$ cat config.mk
export PLATFORM = sky130hd
export DESIGN_NAME = hue_spectrum_led_animator
export DESIGN_NICKNAME = d
export VERILOG_FILES = /design/src/sv/hsla_pkg.sv /design/src/sv/hue_spectrum_led_animator.sv /design/src/sv/hsla_div.sv /design/src/sv/hsla_dp.sv /design/src/sv/hsla_ctrl.sv
export SDC_FILE = /design/constraint.sdc
export NUM_CORES = 2
export LEC_CHECK = 0
export BUFFER_PORTS_ARGS = -buffer_cell sky130_fd_sc_hd__buf_2
export CAP_MARGIN = 20
export CORE_MARGIN = 2
export CORE_UTILIZATION = 65
export CTS_CLUSTER_DIAMETER = 100
export DETAILED_ROUTE_END_ITERATION = 12
export GPL_TIMING_DRIVEN = 0
export PLACE_DENSITY = 0.8
export SLEW_MARGIN = 20
export SYNTH_ARGS = -nofsm -noshare
export SYNTH_HDL_FRONTEND = slang
export SYNTH_SLANG_ARGS = --single-unit
$ cat constraint.sdc
create_clock -name aclk -period 7.1 [get_ports aclk]
set_clock_uncertainty 0.05 [all_clocks]
set_input_delay 0.355 -clock aclk [delete_from_list [all_inputs] [get_ports aclk]]
set_output_delay 0.355 -clock aclk [all_outputs]
set_load 0.03 [all_outputs]
$ cat src/sv/hsla_pkg.sv
package hsla_pkg;

    // Field widths
    localparam int DELAY_W    = 16;
    localparam int NCOL_W     = 11;
    localparam int BRIGHT_W   = 7;
    localparam int LEVEL_W    = 8;
    localparam int STEP_W     = 11;
    localparam int CFG_IDX_W  = 2;
    localparam int CFG_DATA_W = 16;

    // Stream widths (bytes, zero padded)
    localparam int IN_TDATA_W  = 8;
    localparam int OUT_TDATA_W = 40;
    localparam int OUT_PAD_W   = OUT_TDATA_W - 3 * LEVEL_W - STEP_W;

    // Serial divider: dividend covers 255 * (N - r) for N up to 2047
    localparam int DIVD_W    = 19;
    localparam int DIV_CNT_W = $clog2(DIVD_W);
    localparam int SLICE_W   = 3;

    // Brightness scaling: floor(x / 100) == (x * 5243) >> 19 for x < 43690
    localparam int PROD_W         = LEVEL_W + BRIGHT_W;
    localparam int SCALE_RECIP_W  = 13;
    localparam int SCALE_SHIFT    = 19;
    localparam logic [SCALE_RECIP_W-1:0] SCALE_RECIP = 13'd5243;

    // Reset values and limits
    localparam logic [DELAY_W-1:0]  DELAY_RESET  = 16'd20;
    localparam logic [NCOL_W-1:0]   NCOL_RESET   = 11'd256;
    localparam logic [BRIGHT_W-1:0] BRIGHT_RESET = 7'd100;
    localparam logic [BRIGHT_W-1:0] BRIGHT_FULL  = 7'd100;
    localparam logic [DELAY_W-1:0]  ELAPSED_MAX  = 16'hFFFF;
    localparam logic [LEVEL_W-1:0]  LEVEL_FULL   = 8'hFF;
    localparam logic [LEVEL_W-1:0]  LEVEL_OFF    = 8'h00;

    // Register indexes
    localparam logic [CFG_IDX_W-1:0] CFG_IDX_DELAY   = 2'd0;
    localparam logic [CFG_IDX_W-1:0] CFG_IDX_NCOLORS = 2'd1;
    localparam logic [CFG_IDX_W-1:0] CFG_IDX_BRIGHT  = 2'd2;

    // Hue sextants
    localparam logic [SLICE_W-1:0] SEXT_RED_GRN_UP = 3'd0;
    localparam logic [SLICE_W-1:0] SEXT_RED_DOWN   = 3'd1;
    localparam logic [SLICE_W-1:0] SEXT_BLU_UP     = 3'd2;
    localparam logic [SLICE_W-1:0] SEXT_GRN_DOWN   = 3'd3;
    localparam logic [SLICE_W-1:0] SEXT_RED_UP     = 3'd4;
    localparam logic [SLICE_W-1:0] SEXT_BLU_DOWN   = 3'd5;

    typedef enum logic [1:0] {
        DSEL_SLICE = 2'd0,
        DSEL_RISE  = 2'd1,
        DSEL_FALL  = 2'd2
    } div_sel_t;

    typedef enum logic [8:0] {
        ST_IDLE       = 9'b000000001,
        ST_SLICE_GO   = 9'b000000010,
        ST_SLICE_WAIT = 9'b000000100,
        ST_RISE_GO    = 9'b000001000,
        ST_RISE_WAIT  = 9'b000010000,
        ST_FALL_GO    = 9'b000100000,
        ST_FALL_WAIT  = 9'b001000000,
        ST_MUL        = 9'b010000000,
        ST_OUT        = 9'b100000000
    } state_t;

    typedef struct packed {
        logic     accept;
        logic     cfg_we;
        logic     div_start;
        div_sel_t div_sel;
        logic     cap_slice;
        logic     cap_rise;
        logic     cap_fall;
        logic     mul_en;
        logic     out_load;
    } cmd_t;

    typedef struct packed {
        logic fire;
        logic div_done;
    } status_t;

endpackage

$ cat src/sv/hue_spectrum_led_animator.sv
// A tick that does not complete a step is taken while idle and gives no beat.
// A tick that completes a step gives its color beat after three passes of a
// one-bit-per-cycle divider by the color count, one brightness multiply and one
// output load, which waits for a free output register; the input stalls meanwhile.
// No new tick is taken until the beat of a stepping tick is loaded; the output register holds a beat.
// Reset (aresetn low, synchronous) restores delay 20, 256 colors, 100 percent.
module hue_spectrum_led_animator
    import hsla_pkg::*;
#(
    parameter int MAX_COLORS = 1024
) (
    input  logic                   aclk,
    input  logic                   aresetn,

    // Tick stream in
    input  logic                   s_axis_tvalid,
    output logic                   s_axis_tready,
    input  logic [IN_TDATA_W-1:0]  s_axis_tdata,   // [0] tick, [7:1] zero

    // Color stream out
    output logic                   m_axis_tvalid,
    input  logic                   m_axis_tready,
    output logic [OUT_TDATA_W-1:0] m_axis_tdata,   // [7:0] red_level, [15:8] green_level,
                                                   // [23:16] blue_level,
                                                   // [34:24] step_index, [39:35] zero

    // Register writes: 0 delay ms, 1 color count, 2 brightness percent
    input  logic                   cfg_valid,
    output logic                   cfg_ready,
    input  logic [CFG_IDX_W-1:0]   cfg_index,
    input  logic [CFG_DATA_W-1:0]  cfg_data
);

    cmd_t    cmd;
    status_t status;

    logic [LEVEL_W-1:0] red_level;
    logic [LEVEL_W-1:0] green_level;
    logic [LEVEL_W-1:0] blue_level;
    logic [STEP_W-1:0]  step_index;

    // Controller: sequences the three divisions, scaling and output handoff.
    hsla_ctrl u_ctrl (
        .aclk      (aclk),
        .aresetn   (aresetn),
        .s_tvalid  (s_axis_tvalid),
        .s_tready  (s_axis_tready),
        .m_tvalid  (m_axis_tvalid),
        .m_tready  (m_axis_tready),
        .cfg_valid (cfg_valid),
        .cfg_ready (cfg_ready),
        .status    (status),
        .cmd       (cmd)
    );

    // Datapath: timer, step counter, hue divider and brightness scaling.
    hsla_dp #(
        .MAX_COLORS (MAX_COLORS)
    ) u_dp (
        .aclk        (aclk),
        .aresetn     (aresetn),
        .cmd         (cmd),
        .status      (status),
        .tick        (s_axis_tdata[0]),
        .cfg_index   (cfg_index),
        .cfg_data    (cfg_data),
        .red_level   (red_level),
        .green_level (green_level),
        .blue_level  (blue_level),
        .step_index  (step_index)
    );

    assign m_axis_tdata = {{OUT_PAD_W{1'b0}}, step_index, blue_level, green_level, red_level};

    // A result is only loaded when the output register is free.
    a_load_free: assert property (@(posedge aclk) disable iff (!aresetn)
        cmd.out_load |-> (!m_axis_tvalid || m_axis_tready))
        else $error("output overwritten while a beat is pending");

    // A stepping tick locks out further input while the color is computed.
    a_step_stalls: assert property (@(posedge aclk) disable iff (!aresetn)
        (s_axis_tvalid && s_axis_tready && status.fire) |=> !s_axis_tready)
        else $error("input accepted during color computation");

    // The divider only finishes while a step is in progress.
    a_div_busy: assert property (@(posedge aclk) disable iff (!aresetn)
        status.div_done |-> !s_axis_tready)
        else $error("divider completion while idle");

    // Divider launches never happen in the idle state.
    a_start_idle: assert property (@(posedge aclk) disable iff (!aresetn)
        cmd.div_start |-> (!s_axis_tready && !cfg_ready))
        else $error("divider started while idle");

endmodule

$ cat src/sv/hsla_div.sv
module hsla_div
    import hsla_pkg::*;
(
    input  logic              aclk,
    input  logic              aresetn,
    input  logic              start,
    input  logic [DIVD_W-1:0] dividend,
    input  logic [NCOL_W-1:0] divisor,
    output logic [DIVD_W-1:0] quotient,
    output logic [NCOL_W-1:0] remainder,
    output logic              done
);

    // Restoring divider, one quotient bit per cycle.
    logic [DIVD_W-1:0]    quo_reg;
    logic [NCOL_W-1:0]    rem_reg;
    logic [DIV_CNT_W-1:0] cnt_reg;
    logic                 busy_reg;
    logic                 done_reg;

    logic [NCOL_W:0]   trial;
    logic [NCOL_W:0]   diff;
    logic              fits;
    logic [NCOL_W-1:0] rem_next;

    always_comb begin
        trial    = {rem_reg, quo_reg[DIVD_W-1]};
        diff     = trial - {1'b0, divisor};
        fits     = (trial >= {1'b0, divisor});
        rem_next = fits ? diff[NCOL_W-1:0] : trial[NCOL_W-1:0];
    end

    always_ff @(posedge aclk) begin
        if (!aresetn) begin
            busy_reg <= 1'b0;
            done_reg <= 1'b0;
            cnt_reg  <= '0;
        end else begin
            done_reg <= 1'b0;
            if (start) begin
                busy_reg <= 1'b1;
                cnt_reg  <= '0;
            end else if (busy_reg) begin
                cnt_reg <= cnt_reg + DIV_CNT_W'(1);
                if (cnt_reg == DIV_CNT_W'(DIVD_W - 1)) begin
                    busy_reg <= 1'b0;
                    done_reg <= 1'b1;
                end
            end
        end
    end

    always_ff @(posedge aclk) begin
        if (start) begin
            quo_reg <= dividend;
            rem_reg <= '0;
        end else if (busy_reg) begin
            quo_reg <= {quo_reg[DIVD_W-2:0], fits};
            rem_reg <= rem_next;
        end
    end

    assign quotient  = quo_reg;
    assign remainder = rem_reg;
    assign done      = done_reg;

endmodule

$ cat src/sv/hsla_dp.sv
module hsla_dp
    import hsla_pkg::*;
#(
    parameter int MAX_COLORS = 1024
) (
    input  logic                  aclk,
    input  logic                  aresetn,
    input  cmd_t                  cmd,
    output status_t               status,
    input  logic                  tick,
    input  logic [CFG_IDX_W-1:0]  cfg_index,
    input  logic [CFG_DATA_W-1:0] cfg_data,
    output logic [LEVEL_W-1:0]    red_level,
    output logic [LEVEL_W-1:0]    green_level,
    output logic [LEVEL_W-1:0]    blue_level,
    output logic [STEP_W-1:0]     step_index
);

    // Config and timing state
    logic [DELAY_W-1:0]  delay_reg;
    logic [NCOL_W-1:0]   ncolors_reg;
    logic [BRIGHT_W-1:0] bright_reg;
    logic [DELAY_W-1:0]  elapsed_reg;
    logic [STEP_W-1:0]   step_reg;

    // Per-step working registers
    logic [STEP_W-1:0]   c_reg;
    logic [NCOL_W-1:0]   k_reg;
    logic [SLICE_W-1:0]  slice_reg;
    logic [NCOL_W-1:0]   r_reg;
    logic [LEVEL_W-1:0]  rise_reg;
    logic [LEVEL_W-1:0]  fall_reg;
    logic [PROD_W-1:0]   red_prod_reg;
    logic [PROD_W-1:0]   green_prod_reg;
    logic [PROD_W-1:0]   blue_prod_reg;
    logic [LEVEL_W-1:0]  red_out_reg;
    logic [LEVEL_W-1:0]  green_out_reg;
    logic [LEVEL_W-1:0]  blue_out_reg;
    logic [STEP_W-1:0]   step_out_reg;

    logic [NCOL_W-1:0]   n_eff;
    logic [BRIGHT_W-1:0] b_eff;
    logic [DELAY_W-1:0]  elapsed_inc;
    logic                fire_due;
    logic                cfg_hit;
    logic [NCOL_W:0]     two_n;
    logic [STEP_W:0]     c_inc;
    logic [STEP_W-1:0]   step_next;
    logic [NCOL_W-1:0]   k_raw;
    logic [NCOL_W-1:0]   k_next;
    logic [NCOL_W-1:0]   n_minus_r;
    logic [DIVD_W-1:0]   dividend;
    logic [LEVEL_W-1:0]  red_val;
    logic [LEVEL_W-1:0]  green_val;
    logic [LEVEL_W-1:0]  blue_val;
    logic [PROD_W+SCALE_RECIP_W-1:0] red_scaled;
    logic [PROD_W+SCALE_RECIP_W-1:0] green_scaled;
    logic [PROD_W+SCALE_RECIP_W-1:0] blue_scaled;
    logic [DIVD_W-1:0]   quotient;
    logic [NCOL_W-1:0]   remainder;
    logic                div_done;

    // Effective color count and brightness
    always_comb begin
        if (ncolors_reg == '0) begin
            n_eff = NCOL_W'(1);
        end else if (32'(ncolors_reg) > 32'(MAX_COLORS)) begin
            n_eff = NCOL_W'(MAX_COLORS);
        end else begin
            n_eff = ncolors_reg;
        end
        b_eff = (bright_reg > BRIGHT_FULL) ? BRIGHT_FULL : bright_reg;
    end

    // Tick timer and step sequencing
    always_comb begin
        elapsed_inc = (elapsed_reg == ELAPSED_MAX) ? elapsed_reg
                                                   : elapsed_reg + DELAY_W'(1);
        fire_due    = (elapsed_inc >= delay_reg);
        two_n       = {n_eff, 1'b0};
        c_inc       = {1'b0, step_reg} + (STEP_W + 1)'(1);
        step_next   = (c_inc == two_n) ? '0 : c_inc[STEP_W-1:0];
        k_raw       = (step_reg > n_eff) ? step_reg - n_eff : step_reg;
        k_next      = (k_raw >= n_eff) ? '0 : k_raw;
    end

    assign status.fire     = tick & fire_due;
    assign status.div_done = div_done;

    always_comb begin
        cfg_hit = 1'b0;
        unique case (cfg_index)
            CFG_IDX_DELAY:   cfg_hit = 1'b1;
            CFG_IDX_NCOLORS: cfg_hit = 1'b1;
            CFG_IDX_BRIGHT:  cfg_hit = 1'b1;
            default:         cfg_hit = 1'b0;
        endcase
    end

    always_ff @(posedge aclk) begin
        if (!aresetn) begin
            delay_reg   <= DELAY_RESET;
            ncolors_reg <= NCOL_RESET;
            bright_reg  <= BRIGHT_RESET;
            elapsed_reg <= '0;
            step_reg    <= '0;
        end else if (cmd.cfg_we && cfg_hit) begin
            unique case (cfg_index)
                CFG_IDX_DELAY:   delay_reg   <= cfg_data[DELAY_W-1:0];
                CFG_IDX_NCOLORS: ncolors_reg <= cfg_data[NCOL_W-1:0];
                CFG_IDX_BRIGHT:  bright_reg  <= cfg_data[BRIGHT_W-1:0];
                default: ;
            endcase
            elapsed_reg <= '0;
            step_reg    <= '0;
        end else if (cmd.accept && tick) begin
            if (fire_due) begin
                elapsed_reg <= '0;
                step_reg    <= step_next;
            end else begin
                elapsed_reg <= elapsed_inc;
            end
        end
    end

    // Divider operand select: 6k, 255r, 255(N-r)
    always_comb begin
        n_minus_r = n_eff - r_reg;
        case (cmd.div_sel)
            DSEL_SLICE: dividend = (DIVD_W'(k_reg) << 2) + (DIVD_W'(k_reg) << 1);
            DSEL_RISE:  dividend = (DIVD_W'(r_reg) << 8) - DIVD_W'(r_reg);
            DSEL_FALL:  dividend = (DIVD_W'(n_minus_r) << 8) - DIVD_W'(n_minus_r);
            default:    dividend = '0;
        endcase
    end

    hsla_div u_div (
        .aclk      (aclk),
        .aresetn   (aresetn),
        .start     (cmd.div_start),
        .dividend  (dividend),
        .divisor   (n_eff),
        .quotient  (quotient),
        .remainder (remainder),
        .done      (div_done)
    );

    // Hue wheel sextant select
    always_comb begin
        red_val   = LEVEL_OFF;
        green_val = LEVEL_OFF;
        blue_val  = LEVEL_OFF;
        case (slice_reg)
            SEXT_RED_GRN_UP: begin
                red_val   = LEVEL_FULL;
                green_val = rise_reg;
            end
            SEXT_RED_DOWN: begin
                red_val   = fall_reg;
                green_val = LEVEL_FULL;
            end
            SEXT_BLU_UP: begin
                green_val = LEVEL_FULL;
                blue_val  = rise_reg;
            end
            SEXT_GRN_DOWN: begin
                green_val = fall_reg;
                blue_val  = LEVEL_FULL;
            end
            SEXT_RED_UP: begin
                red_val  = rise_reg;
                blue_val = LEVEL_FULL;
            end
            SEXT_BLU_DOWN: begin
                red_val  = LEVEL_FULL;
                blue_val = fall_reg;
            end
            default: ;
        endcase
    end

    // Divide by 100 through the reciprocal
    always_comb begin
        red_scaled   = (PROD_W + SCALE_RECIP_W)'(red_prod_reg) * SCALE_RECIP;
        green_scaled = (PROD_W + SCALE_RECIP_W)'(green_prod_reg) * SCALE_RECIP;
        blue_scaled  = (PROD_W + SCALE_RECIP_W)'(blue_prod_reg) * SCALE_RECIP;
    end

    always_ff @(posedge aclk) begin
        if (cmd.accept && tick && fire_due) begin
            c_reg <= step_reg;
            k_reg <= k_next;
        end
        if (cmd.cap_slice) begin
            slice_reg <= quotient[SLICE_W-1:0];
            r_reg     <= remainder;
        end
        if (cmd.cap_rise) begin
            rise_reg <= quotient[LEVEL_W-1:0];
        end
        if (cmd.cap_fall) begin
            fall_reg <= quotient[LEVEL_W-1:0];
        end
        if (cmd.mul_en) begin
            red_prod_reg   <= PROD_W'(red_val) * PROD_W'(b_eff);
            green_prod_reg <= PROD_W'(green_val) * PROD_W'(b_eff);
            blue_prod_reg  <= PROD_W'(blue_val) * PROD_W'(b_eff);
        end
        if (cmd.out_load) begin
            red_out_reg   <= red_scaled[SCALE_SHIFT +: LEVEL_W];
            green_out_reg <= green_scaled[SCALE_SHIFT +: LEVEL_W];
            blue_out_reg  <= blue_scaled[SCALE_SHIFT +: LEVEL_W];
            step_out_reg  <= c_reg;
        end
    end

    assign red_level   = red_out_reg;
    assign green_level = green_out_reg;
    assign blue_level  = blue_out_reg;
    assign step_index  = step_out_reg;

endmodule

$ cat src/sv/hsla_ctrl.sv
module hsla_ctrl
    import hsla_pkg::*;
(
    input  logic    aclk,
    input  logic    aresetn,
    input  logic    s_tvalid,
    output logic    s_tready,
    output logic    m_tvalid,
    input  logic    m_tready,
    input  logic    cfg_valid,
    output logic    cfg_ready,
    input  status_t status,
    output cmd_t    cmd
);

    state_t state_reg;
    state_t state_next;
    logic   m_valid_reg;
    logic   m_valid_next;
    logic   out_free;

    // A register write offered in the same idle cycle goes first; the tick waits.
    assign s_tready  = (state_reg == ST_IDLE) && !cfg_valid;
    assign cfg_ready = (state_reg == ST_IDLE);
    assign m_tvalid  = m_valid_reg;
    assign out_free  = !m_valid_reg || m_tready;

    always_comb begin
        state_next    = state_reg;
        cmd           = '0;
        cmd.div_sel   = DSEL_SLICE;
        cmd.accept    = s_tvalid && s_tready;
        cmd.cfg_we    = cfg_valid && cfg_ready;
        unique case (state_reg)
            ST_IDLE: begin
                if (cmd.accept && status.fire) begin
                    state_next = ST_SLICE_GO;
                end
            end
            ST_SLICE_GO: begin
                cmd.div_start = 1'b1;
                cmd.div_sel   = DSEL_SLICE;
                state_next    = ST_SLICE_WAIT;
            end
            ST_SLICE_WAIT: begin
                if (status.div_done) begin
                    cmd.cap_slice = 1'b1;
                    state_next    = ST_RISE_GO;
                end
            end
            ST_RISE_GO: begin
                cmd.div_start = 1'b1;
                cmd.div_sel   = DSEL_RISE;
                state_next    = ST_RISE_WAIT;
            end
            ST_RISE_WAIT: begin
                if (status.div_done) begin
                    cmd.cap_rise = 1'b1;
                    state_next   = ST_FALL_GO;
                end
            end
            ST_FALL_GO: begin
                cmd.div_start = 1'b1;
                cmd.div_sel   = DSEL_FALL;
                state_next    = ST_FALL_WAIT;
            end
            ST_FALL_WAIT: begin
                if (status.div_done) begin
                    cmd.cap_fall = 1'b1;
                    state_next   = ST_MUL;
                end
            end
            ST_MUL: begin
                cmd.mul_en = 1'b1;
                state_next = ST_OUT;
            end
            ST_OUT: begin
                if (out_free) begin
                    cmd.out_load = 1'b1;
                    state_next   = ST_IDLE;
                end
            end
            default: begin
                state_next = ST_IDLE;
            end
        endcase
    end

    always_comb begin
        m_valid_next = m_valid_reg;
        if (cmd.out_load) begin
            m_valid_next = 1'b1;
        end else if (m_tready) begin
            m_valid_next = 1'b0;
        end
    end

    always_ff @(posedge aclk) begin
        if (!aresetn) begin
            state_reg   <= ST_IDLE;
            m_valid_reg <= 1'b0;
        end else begin
            state_reg   <= state_next;
            m_valid_reg <= m_valid_next;
        end
    end

endmodule

==> run summary <==
Outcome: finished, final reports clean
Core Region: 44000 um^2
Worst Setup Path Type: register to register
Cell area power density: 127 nW/um^2
Critical path arrival: 6530 ps
Critical path's slowest cell: fa_1
Routed Antenna Nets: 0
Count of cell types in the netlist: 91
Final cycle utilization of the critical path: 88.3%
Pins Over Slew Limit: 0
Area contributors post-synth: ha_1 (21%), fa_1 (20%), edfxtp_1 (16%), inv_1 (7.2%), dfxtp_1 (6.2%)
Max IR drop VDD: 0.194 mV
Crit. End Element: register
All-layer global routing usage: 29.1%
Pwr Total: 0.00394 W
Mapped Area: 28900 um^2
RSZ-0062 raised after global routing: false
Die area: 46200 um^2
Initial cell density of the core: 65.7%
EDFF count, synth: 151
Most frequent cell after synthesis: inv_1
CTS tree: yes
Startpoint types: register
First-pass GRT wire length: 110000 um
Starting DRC count in detailed routing: 1321
Max cap viols: 0
Rows: 77
Count of final hold-check violations: 0
DR WL/cell: 17.4 um
Vias: 21400
Actual slew at the worst max-slew pin: 853 ps
CTS Buf Count: 29
Ys flop type: edfxtp_1
Fmax achieved: 0.160 GHz
Max incr delay on CP: 530 ps
Avg Vias per Cell: 5.73
Mean area per synthesized cell: 9.58 um^2
Area of the multi-input gates: 20200 um^2
Initial antenna violation count: 2
Fin Setup TNS: 0 ps
Remaining Overflow, GRT: 0
Clk buf depth: 3
Max reg flops: 19
Resized Gates After CTS: 0
Lkg Pwr: 14.9 nW
Sequential element share of the synthesized area: 21.8%
Root Buffer: clkbuf_16
Synth-to-layout area growth: 7.58%
Die width: 215 um
Share of post-route cells with drive strength above 1: 5.66%
Vias in the first global route: 22700
DRT Wirelength: 65100 um
H-tree level count: 1
HPWL Detailed: 53000 um
Commonest cells post-synth: inv_1 (558), ha_1 (475), fa_1 (295)
Synthesized flop and latch total: 240
Layout fillers: 3291
Final Wtd Congestion: 0.922
1st-pass router iterations: 9
Syn Inst Count: 3018
Setup violations, final: 0
IO Pins: 74
Final net count: 3925
Cell taking the most area after synthesis: ha_1
Largest net degree at the start of global routing: 35
Setup Slack @ Placement: 1010 ps
Asr flop ratio synth: 0%
YS warnings: 0
Slew margin rel.: 42.9%
Hold WC Path Type: input pin to register
CTS clk-pin slew, worst paths: 60 ps
Crit Path Max Fanout: 10
Synth top area share: 20.5%
Register area: 6320 um^2
Worst Slack Setup Final: 833 ps
Worst EP required: 7360 ps
CP cell instances: clkbuf_1 -> nand2_1 -> a21oi_1 -> or2_2 -> clkbuf_1 -> clkbuf_1 -> nand2_1 -> fa_1 -> inv_1 -> ha_1 -> ha_1 -> inv_1 -> fa_1 -> inv_1 -> ha_1 -> a21o_1 -> a21oi_1 -> nor2b_1 -> o211ai_1 -> nand2_1 -> a41oi_1 -> a21oi_1 -> xnor2_1
Clock sinks: 240
Die Height: 215 um
DRC: 0
Fin crit period: 6270 ps
Worst-Skew Late Latency: 590 ps
I/O Buffers: 61
-- per-layer routing --
metal / routed length (um) / track usage [%] / vias to the layer above / part of all wire (%)
met1: 26500 / 35.9 / 10400 / 41
met5: 0 / 0 / - / 0
met2: 32700 / 51.7 / 575 / 50
met4: 3060 / 13.2 / 0 / 4.7
met3: 2790 / 2.69 / 163 / 4.3
li1: - / - / 10300 / -
-- cells in the final DEF, fill, tap and decap left out, drive strengths merged, types with 87 or more instances in the layout --
cell / count
nand2: 233
a21oi: 110
nor2: 196
inv: 567
fa: 295
edfxtp: 151
xnor2: 117
ha: 475
dfxtp: 89
clkbuf: 87
-- logic make-up (layout without fill, tap and decap cells) --
logic type / Yosys count / after routing / share of synthesized area, %
and+or+nand+nor: 765 / 765 / 12.8
xor gates and xnor gates: 164 / 164 / 4.99
buffers and inverters: 632 / 757 / 8.37
muxes: 52 / 52 / 1.86
adders and majority gates: 770 / 770 / 41.0
DFF: 240 / 240 / 21.8
AOI/OAI and AO/OA: 394 / 394 / 9.17
other: 1 / 7 / 0.0130
-- through the flow --
step | std cells | hold WS (ps) | util (%) | area [um^2]
after floorplan | 3022 | 350 | - | 28900
after global placement | 3675 | 358 | 68.1 | 30000
after detailed placement | 3677 | 355 | 68.2 | 30000
after CTS | 3739 | 1.20 | 70.7 | 31100
after global routing | 3741 | 21.5 | 70.7 | 31100
final | 3741 | 27.3 | 70.7 | 31100
-- worst max-delay path, delay by kind of cell (launching register included) --
family / cells / cell delay, ps
simple gates: 5 / 750
flops: 1 / 320
xor+xnor: 1 / 160
compound gates: 6 / 1460
fa+ha+maj: 5 / 1850
buf+inv: 6 / 1380
-- power breakdown --
group	internal, W	switching [W]	total [W]
registers	0.00152	0.0000348	0.00155
logic	0.000339	0.000514	0.000853
clock network	0.000890	0.000645	0.00153
-- final cells by class --
| class | count | area share [%] |
|---|---|---|
| clock buffer | 39 | 2.73 |
| timing repair buffer | 71 | 1.39 |
| tap | 592 | 2.38 |
| buffer | 70 | 1.01 |
| inverter | 562 | 6.78 |
| multi-input combinational | 2150 | 64.9 |
| sequential | 240 | 20.3 |
| antenna | 2 | 0.0161 |
| clock inverter | 15 | 0.454 |
-- path summary, 6_finish.rpt --
check	start	to	slack (ps)	cells past startpoint
worst max-delay path	u_dp.bright_reg[5]$_SDFFE_PN1P_	u_dp.blue_prod_reg[14]$_DFFE_PP_	830	23
worst min-delay path	cfg_data[5]	u_dp.bright_reg[5]$_SDFFE_PN1P_	30	3
worst max register to register	u_dp.bright_reg[5]$_SDFFE_PN1P_	u_dp.blue_prod_reg[14]$_DFFE_PP_	830	23
worst min register to register	u_dp.c_reg[7]$_DFFE_PP_	u_dp.step_index[7]$_DFFE_PP_	370	0
-- timing repair --
item | 4_1_cts | 5_1_grt
setup buffers | 0 | 0
hold buffers | 8 | 0
endpoints found under the setup margin | 0 | 0
hold endpoints to repair | 9 | 0
Note: power is estimated with default switching activity, not from simulation.
